==> config.mk <==
export PLATFORM = sky130hd
export DESIGN_NAME = modular_exponentiation_unit
export DESIGN_NICKNAME = d
export VERILOG_FILES = /design/src/rtl/mexp_pkg.sv /design/src/rtl/mexp_modmul.sv /design/src/rtl/modular_exponentiation_unit.sv
export VERILOG_INCLUDE_DIRS = /design/src /design/src/rtl
export SDC_FILE = /design/constraint.sdc
export NUM_CORES = 1
export LEC_CHECK = 0
export BUFFER_PORTS_ARGS = -buffer_cell sky130_fd_sc_hd__buf_2
export CAP_MARGIN = 10
export CORE_UTILIZATION = 25
export DETAILED_ROUTE_END_ITERATION = 12
export GPL_ROUTABILITY_DRIVEN = 0
export PLACE_DENSITY_LB_ADDON = 0.3
export SYNTH_ARGS = -nofsm -noshare
export SYNTH_HDL_FRONTEND = slang
export SYNTH_HIERARCHICAL = 1
export SYNTH_SLANG_ARGS = --single-unit
==> constraint.sdc <==
create_clock -name clk -period 11.1 [get_ports clk]
set_clock_uncertainty 0.1 [all_clocks]
set_input_delay 1.11 -clock clk [delete_from_list [all_inputs] [get_ports clk]]
set_output_delay 1.11 -clock clk [all_outputs]
set_load 0.02 [all_outputs]
==> src/rtl/modular_exponentiation_unit_defines.svh <==
// ----------------------------------------------------------------------------
// modular exponentiation unit assertion macros
// shared property wrappers, clocked on clk and disabled in reset
// ----------------------------------------------------------------------------
`ifndef MODULAR_EXPONENTIATION_UNIT_DEFINES_SVH
`define MODULAR_EXPONENTIATION_UNIT_DEFINES_SVH

// same-cycle implication
`define MEU_ASSERT_IMP(lbl, ante, cons) \
  lbl: assert property (@(posedge clk) disable iff (!rst_n) (ante) |-> (cons)) \
    else $error("modexp assertion failed");

// next-cycle implication
`define MEU_ASSERT_NEXT(lbl, ante, cons) \
  lbl: assert property (@(posedge clk) disable iff (!rst_n) (ante) |=> (cons)) \
    else $error("modexp assertion failed");

`endif

==> src/rtl/mexp_pkg.sv <==
// ----------------------------------------------------------------------------
// modular exponentiation package
// field widths, parameter defaults and the multiplier control structs
// ----------------------------------------------------------------------------
package mexp_pkg;

  localparam int unsigned BASE_W       = 32;
  localparam int unsigned POW_W        = 31;
  localparam int unsigned MOD_W        = 31;
  localparam int unsigned CNT_W        = $clog2(BASE_W + 1);
  localparam int unsigned EXP_BITS_DEF = 32;
  localparam int unsigned MOD_BITS_DEF = 31;

  localparam logic [MOD_W-1:0] MOD_RESET = 31'd1000000007;

  typedef struct packed {
    logic             start;
    logic [CNT_W-1:0] nbits;
  } mm_req_t;

  typedef struct packed {
    logic busy;
    logic done;
  } mm_rsp_t;

endpackage

==> src/rtl/mexp_modmul.sv <==
// ----------------------------------------------------------------------------
// bit-serial modular multiplier
// scans the left-aligned x operand one bit per cycle, msb first, doubling the
// partial result, adding y on set bits, then folding it back below the modulus
// ----------------------------------------------------------------------------
`include "modular_exponentiation_unit_defines.svh"

module mexp_modmul #(
  parameter int unsigned MOD_BITS = mexp_pkg::MOD_BITS_DEF
) (
  input  logic                         clk,
  input  logic                         rst_n,
  input  mexp_pkg::mm_req_t            req,
  input  logic [mexp_pkg::BASE_W-1:0]  x,
  input  logic [MOD_BITS-1:0]          y,
  input  logic [MOD_BITS-1:0]          m,
  output mexp_pkg::mm_rsp_t            rsp,
  output logic [MOD_BITS-1:0]          p
);
  import mexp_pkg::*;

  localparam int unsigned SUM_W = MOD_BITS + 2;

  logic [MOD_BITS-1:0] acc_r;
  logic [BASE_W-1:0]   x_r;
  logic [CNT_W-1:0]    cnt_r;
  logic                busy_r;
  logic                done_r;

  logic [SUM_W-1:0]    sum;
  logic [SUM_W:0]      diff1;
  logic [SUM_W:0]      diff2;
  logic [MOD_BITS-1:0] acc_nxt;

  // doubled partial plus addend stays below three times the modulus
  assign sum   = {1'b0, acc_r, 1'b0} + (x_r[BASE_W-1] ? SUM_W'(y) : '0);
  assign diff1 = {1'b0, sum} - (SUM_W + 1)'(m);
  assign diff2 = {1'b0, sum} - (SUM_W + 1)'({m, 1'b0});

  always_comb begin
    if (!diff2[SUM_W]) begin
      acc_nxt = diff2[MOD_BITS-1:0];
    end else if (!diff1[SUM_W]) begin
      acc_nxt = diff1[MOD_BITS-1:0];
    end else begin
      acc_nxt = sum[MOD_BITS-1:0];
    end
  end

  always_ff @(posedge clk) begin
    if (!rst_n) begin
      busy_r <= 1'b0;
      done_r <= 1'b0;
    end else begin
      done_r <= 1'b0;
      if (req.start) begin
        acc_r  <= '0;
        x_r    <= x;
        cnt_r  <= req.nbits;
        busy_r <= 1'b1;
      end else if (busy_r) begin
        acc_r <= acc_nxt;
        x_r   <= {x_r[BASE_W-2:0], 1'b0};
        cnt_r <= cnt_r - CNT_W'(1);
        if (cnt_r == CNT_W'(1)) begin
          busy_r <= 1'b0;
          done_r <= 1'b1;
        end
      end
    end
  end

  assign rsp.busy = busy_r;
  assign rsp.done = done_r;
  assign p        = acc_r;

  `MEU_ASSERT_IMP(a_no_restart, req.start, !busy_r && !done_r)
  `MEU_ASSERT_IMP(a_done_idle, done_r, !busy_r)
  `MEU_ASSERT_IMP(a_res_reduced, done_r, acc_r < m)

endmodule

==> src/rtl/modular_exponentiation_unit.sv <==
// ----------------------------------------------------------------------------
// modular exponentiation unit
// base to the exponent modulo the configured modulus by square and multiply
// ----------------------------------------------------------------------------
// An item is taken when start is high and busy is low. The base is first
// reduced, then each exponent bit from the top costs one modular square and,
// where the bit is set, one modular multiply, each run in the bit-serial
// multiplier. The next item can be taken at the edge that takes the result.
// The result shows on out_power for one cycle,
// flagged by out_valid, and must be taken then: there is no back-pressure.
// The modulus is written through the cfg port while busy is low; zero acts
// as one.
`include "modular_exponentiation_unit_defines.svh"

module modular_exponentiation_unit #(
  parameter int unsigned EXP_BITS = mexp_pkg::EXP_BITS_DEF,
  parameter int unsigned MOD_BITS = mexp_pkg::MOD_BITS_DEF
) (
  input  logic                         clk,
  input  logic                         rst_n,
  input  logic                         start,
  output logic                         busy,
  input  logic [mexp_pkg::BASE_W-1:0]  in_base,
  input  logic [mexp_pkg::BASE_W-1:0]  in_exponent,
  output logic                         out_valid,
  output logic [mexp_pkg::POW_W-1:0]   out_power,
  input  logic                         cfg_valid,
  output logic                         cfg_ready,
  input  logic [mexp_pkg::MOD_W-1:0]   cfg_modulus
);
  import mexp_pkg::*;

  localparam int unsigned ECNT_W = $clog2(EXP_BITS + 1);
  localparam int unsigned PAD_W  = BASE_W - MOD_BITS;

  typedef enum logic [1:0] {S_IDLE, S_BASE, S_SQR, S_MUL} state_t;

  state_t              state_r;
  logic [MOD_BITS-1:0] mod_r;
  logic [MOD_BITS-1:0] b_r;
  logic [EXP_BITS-1:0] exp_r;
  logic [ECNT_W-1:0]   ecnt_r;
  logic [BASE_W-1:0]   x_op_r;
  logic [MOD_BITS-1:0] y_op_r;
  logic [CNT_W-1:0]    nbits_r;
  logic                mm_start_r;
  logic                out_valid_r;
  logic [POW_W-1:0]    out_power_r;

  logic [MOD_BITS-1:0] m_eff;
  logic [MOD_BITS-1:0] one_mod;
  logic [MOD_BITS-1:0] mm_p;
  logic                last;
  mm_req_t             mm_req;
  mm_rsp_t             mm_rsp;

  assign m_eff   = (mod_r == '0) ? MOD_BITS'(1) : mod_r;
  assign one_mod = (m_eff == MOD_BITS'(1)) ? '0 : MOD_BITS'(1);
  assign last    = (ecnt_r == ECNT_W'(1));

  assign mm_req.start = mm_start_r;
  assign mm_req.nbits = nbits_r;

  mexp_modmul #(
    .MOD_BITS (MOD_BITS)
  ) u_modmul (
    .clk   (clk),
    .rst_n (rst_n),
    .req   (mm_req),
    .x     (x_op_r),
    .y     (y_op_r),
    .m     (m_eff),
    .rsp   (mm_rsp),
    .p     (mm_p)
  );

  always_ff @(posedge clk) begin
    if (!rst_n) begin
      state_r     <= S_IDLE;
      mm_start_r  <= 1'b0;
      out_valid_r <= 1'b0;
      mod_r       <= MOD_RESET[MOD_BITS-1:0];
    end else begin
      mm_start_r  <= 1'b0;
      out_valid_r <= 1'b0;
      if (cfg_valid && cfg_ready) begin
        mod_r <= cfg_modulus[MOD_BITS-1:0];
      end
      case (state_r)
        S_IDLE: begin
          if (start) begin
            x_op_r     <= in_base;
            y_op_r     <= MOD_BITS'(1);
            nbits_r    <= CNT_W'(BASE_W);
            mm_start_r <= 1'b1;
            exp_r      <= EXP_BITS'(in_exponent);
            ecnt_r     <= ECNT_W'(EXP_BITS);
            state_r    <= S_BASE;
          end
        end
        S_BASE: begin
          if (mm_rsp.done) begin
            b_r        <= mm_p;
            x_op_r     <= {one_mod, {PAD_W{1'b0}}};
            y_op_r     <= one_mod;
            nbits_r    <= CNT_W'(MOD_BITS);
            mm_start_r <= 1'b1;
            state_r    <= S_SQR;
          end
        end
        S_SQR: begin
          if (mm_rsp.done) begin
            if (exp_r[EXP_BITS-1]) begin
              x_op_r     <= {mm_p, {PAD_W{1'b0}}};
              y_op_r     <= b_r;
              mm_start_r <= 1'b1;
              state_r    <= S_MUL;
            end else if (last) begin
              out_power_r <= POW_W'(mm_p);
              out_valid_r <= 1'b1;
              state_r     <= S_IDLE;
            end else begin
              exp_r      <= {exp_r[EXP_BITS-1:0]} << 1;
              ecnt_r     <= ecnt_r - ECNT_W'(1);
              x_op_r     <= {mm_p, {PAD_W{1'b0}}};
              y_op_r     <= mm_p;
              mm_start_r <= 1'b1;
            end
          end
        end
        S_MUL: begin
          if (mm_rsp.done) begin
            if (last) begin
              out_power_r <= POW_W'(mm_p);
              out_valid_r <= 1'b1;
              state_r     <= S_IDLE;
            end else begin
              exp_r      <= {exp_r[EXP_BITS-1:0]} << 1;
              ecnt_r     <= ecnt_r - ECNT_W'(1);
              x_op_r     <= {mm_p, {PAD_W{1'b0}}};
              y_op_r     <= mm_p;
              mm_start_r <= 1'b1;
              state_r    <= S_SQR;
            end
          end
        end
        default: begin
          state_r <= S_IDLE;
        end
      endcase
    end
  end

  assign busy      = (state_r != S_IDLE);
  assign cfg_ready = !busy;
  assign out_valid = out_valid_r;
  assign out_power = out_power_r;

  `MEU_ASSERT_NEXT(a_accept_busy, start && !busy, busy && mm_start_r)
  `MEU_ASSERT_IMP(a_out_reduced, out_valid, out_power < POW_W'(m_eff))
  `MEU_ASSERT_IMP(a_out_idle, out_valid, !busy && !mm_rsp.busy)

endmodule

### Yosys cells after proc, flatten, opt, wreduce, memory -nomap -nowiden

Cells that the tools add are included.

| cells by class | value |
|---|---|
| add/subtract/negate cells | 5 |
| reduce and logical (&&, ||, !) cells | 19 |
| muxes and demuxes | 68 |
| equal/unequal tests | 14 |
| bitwise operators | 2 |

Operator list:

| operator | count |
|---|---|
| $mux W31 | 15 |
| $mux W32 | 14 |
| $pmux W32 S4 | 1 |
| $pmux W31 S4 | 1 |
| $pmux W32 S3 | 1 |
| $pmux W31 S2 | 1 |
| $mux W6 | 8 |
| $sub A33 B31 Y34 | 1 |
| $sub A33 B32 Y34 | 1 |
| $add A32 B33 Y33 | 1 |
| $eq A31 B1 Y1 const B | 1 |
| $logic_not A31 Y1 | 1 |
| $pmux W6 S3 | 1 |
| $mux W1 | 15 |
| $reduce_and A5 Y1 | 3 |
| $mux W2 | 7 |
| $eq A6 B1 Y1 const B | 2 |
| $pmux W6 S2 | 1 |
| $reduce_and A6 Y1 | 2 |
| $sub A6 B1 Y6 const B | 2 |
| $ne A2 B2 Y1 const B | 4 |
| $pmux W2 S4 | 1 |
| $reduce_and A8 Y1 | 1 |
| $reduce_bool A2 Y1 | 4 |
| 15 further kinds | 19 |

| word-level totals | value |
|---|---|
| word-level logic and storage cells | 125 |
| input port bits | 99 |
| register bits | 275 |

### Depth between registers and ports, before layout

| depth | value |
|---|---|
| word-level depth | 6 |
| gate-level depth with buffers | 24 |

### Cells and area by module

The synthesis kept the hierarchy.

By module, submodules not included:

| module | times used | seq. area each (um^2) | cells each | area each (um^2) |
|---|---|---|---|---|
| mexp_modmul | 1 | 2112.0 | 1030 | 8597.0 |
| modular_exponentiation_unit | 1 | 5655.4 | 696 | 8311.7 |

### Worst setup path after synthesis

Ideal clock, no wire load.

| path | value |
|---|---|
| kind | flip-flop to flip-flop |
| start | register u_modmul.x_r[31] |
| end | register u_modmul.acc_r[30] (netlist: u_modmul/p[30]), data pin |
| clock period less this slack | 5.360 ns |
| arrival | 5.003 ns |
| stages on the path, launching flop included | 23 |
| setup time | 0.257 ns |
| required time | 10.743 ns |
| setup slack | 5.740 ns |
| path through | edfxtp_1 -> clkbuf_1 -> and2_1 -> ha_1 -> inv_1 -> fa_1 -> nor2b_1 -> o21bai_1 -> a211oi_1 -> o211ai_1 -> a211oi_1 -> nor4_1 -> a311o_1 -> ha_1 -> a2111oi_2 -> o21ai_1 -> a2111oi_2 -> o21bai_1 -> and3_1 -> nor3_1 -> nand2_1 -> or4_1 -> a32o_1 |

| on the way | value |
|---|---|
| longest elaborated chain between the ends | 6 |
| elaborated cells between the ends (all ways) | 7 |
| classes of those cells | add/sub: 3; mux: 4 |

Ends and longest elaborated chain:

| item | line | source |
|---|---|---|
| start: declaration | mexp_modmul.sv:25 | `logic [BASE_W-1:0] x_r;` |
| start signal: assignment | mexp_modmul.sv:63 | `x_r <= {x_r[BASE_W-2:0], 1'b0};` |
| $mux W31 (*) | mexp_modmul.sv:36 | `assign sum = {1'b0, acc_r, 1'b0} + (x_r[BASE_W-1] ? SUM_W'(y) : '0);` |
| $add A32 B33 Y33 (*) | mexp_modmul.sv:36 |  |
| $sub A33 B31 Y34 | mexp_modmul.sv:37 | `assign diff1 = {1'b0, sum} - (SUM_W + 1)'(m);` |
| $mux W31 | mexp_modmul.sv:43 | `end else if (!diff1[SUM_W]) begin` |
| $mux W31 (*) | mexp_modmul.sv:41 | `if (!diff2[SUM_W]) begin` |
| $mux W31 (*) | mexp_modmul.sv:61 | `end else if (busy_r) begin` |
| end signal: assignment | mexp_modmul.sv:62 | `acc_r <= acc_nxt;` |
| end: declaration | mexp_modmul.sv:24 | `logic [MOD_BITS-1:0] acc_r;` |

Mark *: on every way between the ends. The rest lies on a longest branch, timed or not. The select of a mux whose other input is x is not followed.
A chain may end at the register's enable or synchronous reset.

### Worst setup path in the final report

Ends and elaborated chain as after synthesis.

==> impl_metrics.ini <==
[timing]
post-route-period-util_pct = 62.4
slew-limit-headroom_pct = 25.1
setup_viol = 0
hold_viol = 0
tns_ps = 0
min_period_ps = 6930
rsz0062_at_grt = no
max_slew.worst_pin.slew_ps = 1120
slew_violations = 0
fmax_ghz = 0.144

[cells_and_area]
final_cell_mix = 265 x nand2_1, 234 x edfxtp_1, 132 x buf_2, 103 x nor2_1, 102 x a21oi_1
final_common_cell = nand2_1
design_area_mm2 = 0.0193
area_delta_synth_final_pct = 14.4
drive_gt1_share_pct = 15.0
multiInputGateArea_mm2 = 0.00841
nets = 1993
nFillCells = 6965
seqCellArea_mm2 = 0.00777

[setup_path]
rrSetupSlack_ps = 4170
required_ps = 11320
cp.arrival_ps = 7150
path_cells = buf_4, and2_1, ha_1, inv_1, fa_1, nor2b_1, o21bai_1, a211oi_1, o211ai_1, a211oi_1, nor4_1, a311o_1, ha_1, a2111oi_2, o21ai_1, a2111oi_2, o21bai_1, and3_1, nor3_1, nand2_1, or4_1, a32o_1
critPathLaunchType = register
r2r_cells = 22
cp-end-kind = register
cpLargestDelayFamily = compound AO/OA/AOI/OAI gates
slowest_delay_ps = 670
worstReg2RegStart = u_modmul/x_r[31]
path_class = reg2reg
path_max_fanout = 31
critPathSlowestCell = nand2_1
crit_buf_inv = 2
r2r_end = u_modmul/p[30]

[floorplanning]
coreArea_mm2 = 0.0663
initial_core_util_pct = 25.5
die_h_um = 262
die_w_um = 262
io_pins = 133
row_count = 94
die_area_mm2 = 0.0686

[detailed_routing]
drc = 0
num_vias = 13300
drt_iter0_drc = 919
dr.pass1.iters = 7
drtAntennaViolNets = 0
via_per_inst = 4.96
avgRoutedWirePerCell_um = 17.9
totalWireLength_um = 47900

[power_and_ir_drop]
power_frac_clock_pct = 29.9
ir_drop_mv = 0.0821
intPower_uw = 2240
combPwrFrac_pct = 34.1
power.total_uw = 3440
pwr_density_cell_mw_per_mm2 = 178
p_sw_uw = 1200
seqPwrFrac_pct = 36.0
p_leak_uw = 0.00724
p_sw_share_pct = 34.8

[clocking]
cts_resized = 0
cts_hold_buf = 0
clkTransAtPathRegs_ps = 60
cts_max_path_buffers = 3
cts_setup_buffers = 0
cts_tree = built
cts.htree.levels = 1
cts_root_buf = clkbuf_16
clkSinkCount = 271
cts_made_buffers = 31
clk_latency_ps = 570

[global_route]
antenna_found_initial = 3
grt_pass1_wl_um = 74300
grt_max_degree = 96
grt_pass1_vias = 12700
grtUsageTotal_pct = 13.6
gr-total-overflow = 0

[worst_hold_path]
min_from = mod_r[13]
hold_end = mod_r[13]
hp-class = reg2reg
hold_depth = 2

[place]
hpwlAfterDp_um = 35100
port_buffers = 132
postPlaceCellArea_mm2 = 0.0183

[yosys]
synth_fp_nets = 1923
postSynthAreaPerCell_um2 = 9.80
synthCells = 1725
synth_area_mm2 = 0.0169
yosys_warnings = 6

[status]
status = finished, final reports clean

[run]
cap_violations = 0
[worst min-delay path, delay by kind of cell, from the launching register on]
family / cells / cell delay [ps]
flops: 1 / 320
simple gates: 1 / 60
compound gates: 1 / 50
[how the worst max path moves through the flow]
stage / startpoint / to / slack, ps / cells past startpoint
finish: u_modmul/x_r[31] / u_modmul/p[30] / 4170 / 22
CTS: u_modmul/x_r[31] / u_modmul/p[30] / 4230 / 22
global route: u_modmul/x_r[31] / u_modmul/p[30] / 3720 / 22
global placement: u_modmul/x_r[31] / u_modmul/p[30] / 4480 / 22
detailed placement: u_modmul/x_r[31] / u_modmul/p[30] / 4250 / 22
floorplan: u_modmul/x_r[31] / u_modmul/p[30] / 5740 / 22
[stage by stage]
| step | instances | setup slack [ps] | hold slack [ps] | util, % |
|---|---|---|---|---|
| 6_report | 2684 | 4170 | 377 | 29.1 |
| 3_5_place_dp | 2626 | 4250 | 371 | 27.6 |
| 2_1_floorplan | 1725 | 5740 | 348 | - |
| 4_1_cts | 2683 | 4230 | 379 | 29.1 |
| 5_1_grt | 2683 | 3720 | 407 | 29.1 |
| 3_3_place_gp | 2626 | 4480 | 365 | 27.6 |
[power by group through the flow]
stage | clock, uW | combinational, uW | sequential [uW]
finish | 1030 | 1170 | 1240
global route | 1090 | 1290 | 1250
CTS | 1060 | 1150 | 1240
detailed placement | 0 | 1150 | 1260
global placement | 0 | 1140 | 1260
floorplan | 0 | 880 | 1230
[layout make-up]
cell class | instances | area share [%]
Clock buffer | 46 | 4.93
Clock inverter | 11 | 0.363
Inverter | 74 | 1.45
Sequential cell | 271 | 40.2
Multi-Input combinational cell | 1271 | 43.5
Timing Repair Buffer | 146 | 3.96
Antenna cell | 1 | 0.0129
Tap cell | 864 | 5.59
[sequential cells by signal, summed over array words and instances (netlist names), 31 cells and up]
register / count
b_r: 31
exp_r: 32
mod_r: 31
out_power: 31
u_modmul/p: 31
u_modmul/x_r: 32
x_op_r: 32
y_op_r: 31
[layer usage]
metal / GRT usage [%] / wire [um]
met5: 0 / 30
met3: 1.89 / 2760
met2: 19.9 / 20000
met4: 2.57 / 649
met1: 21.1 / 24500
Power figures use the tool's default switching activity.
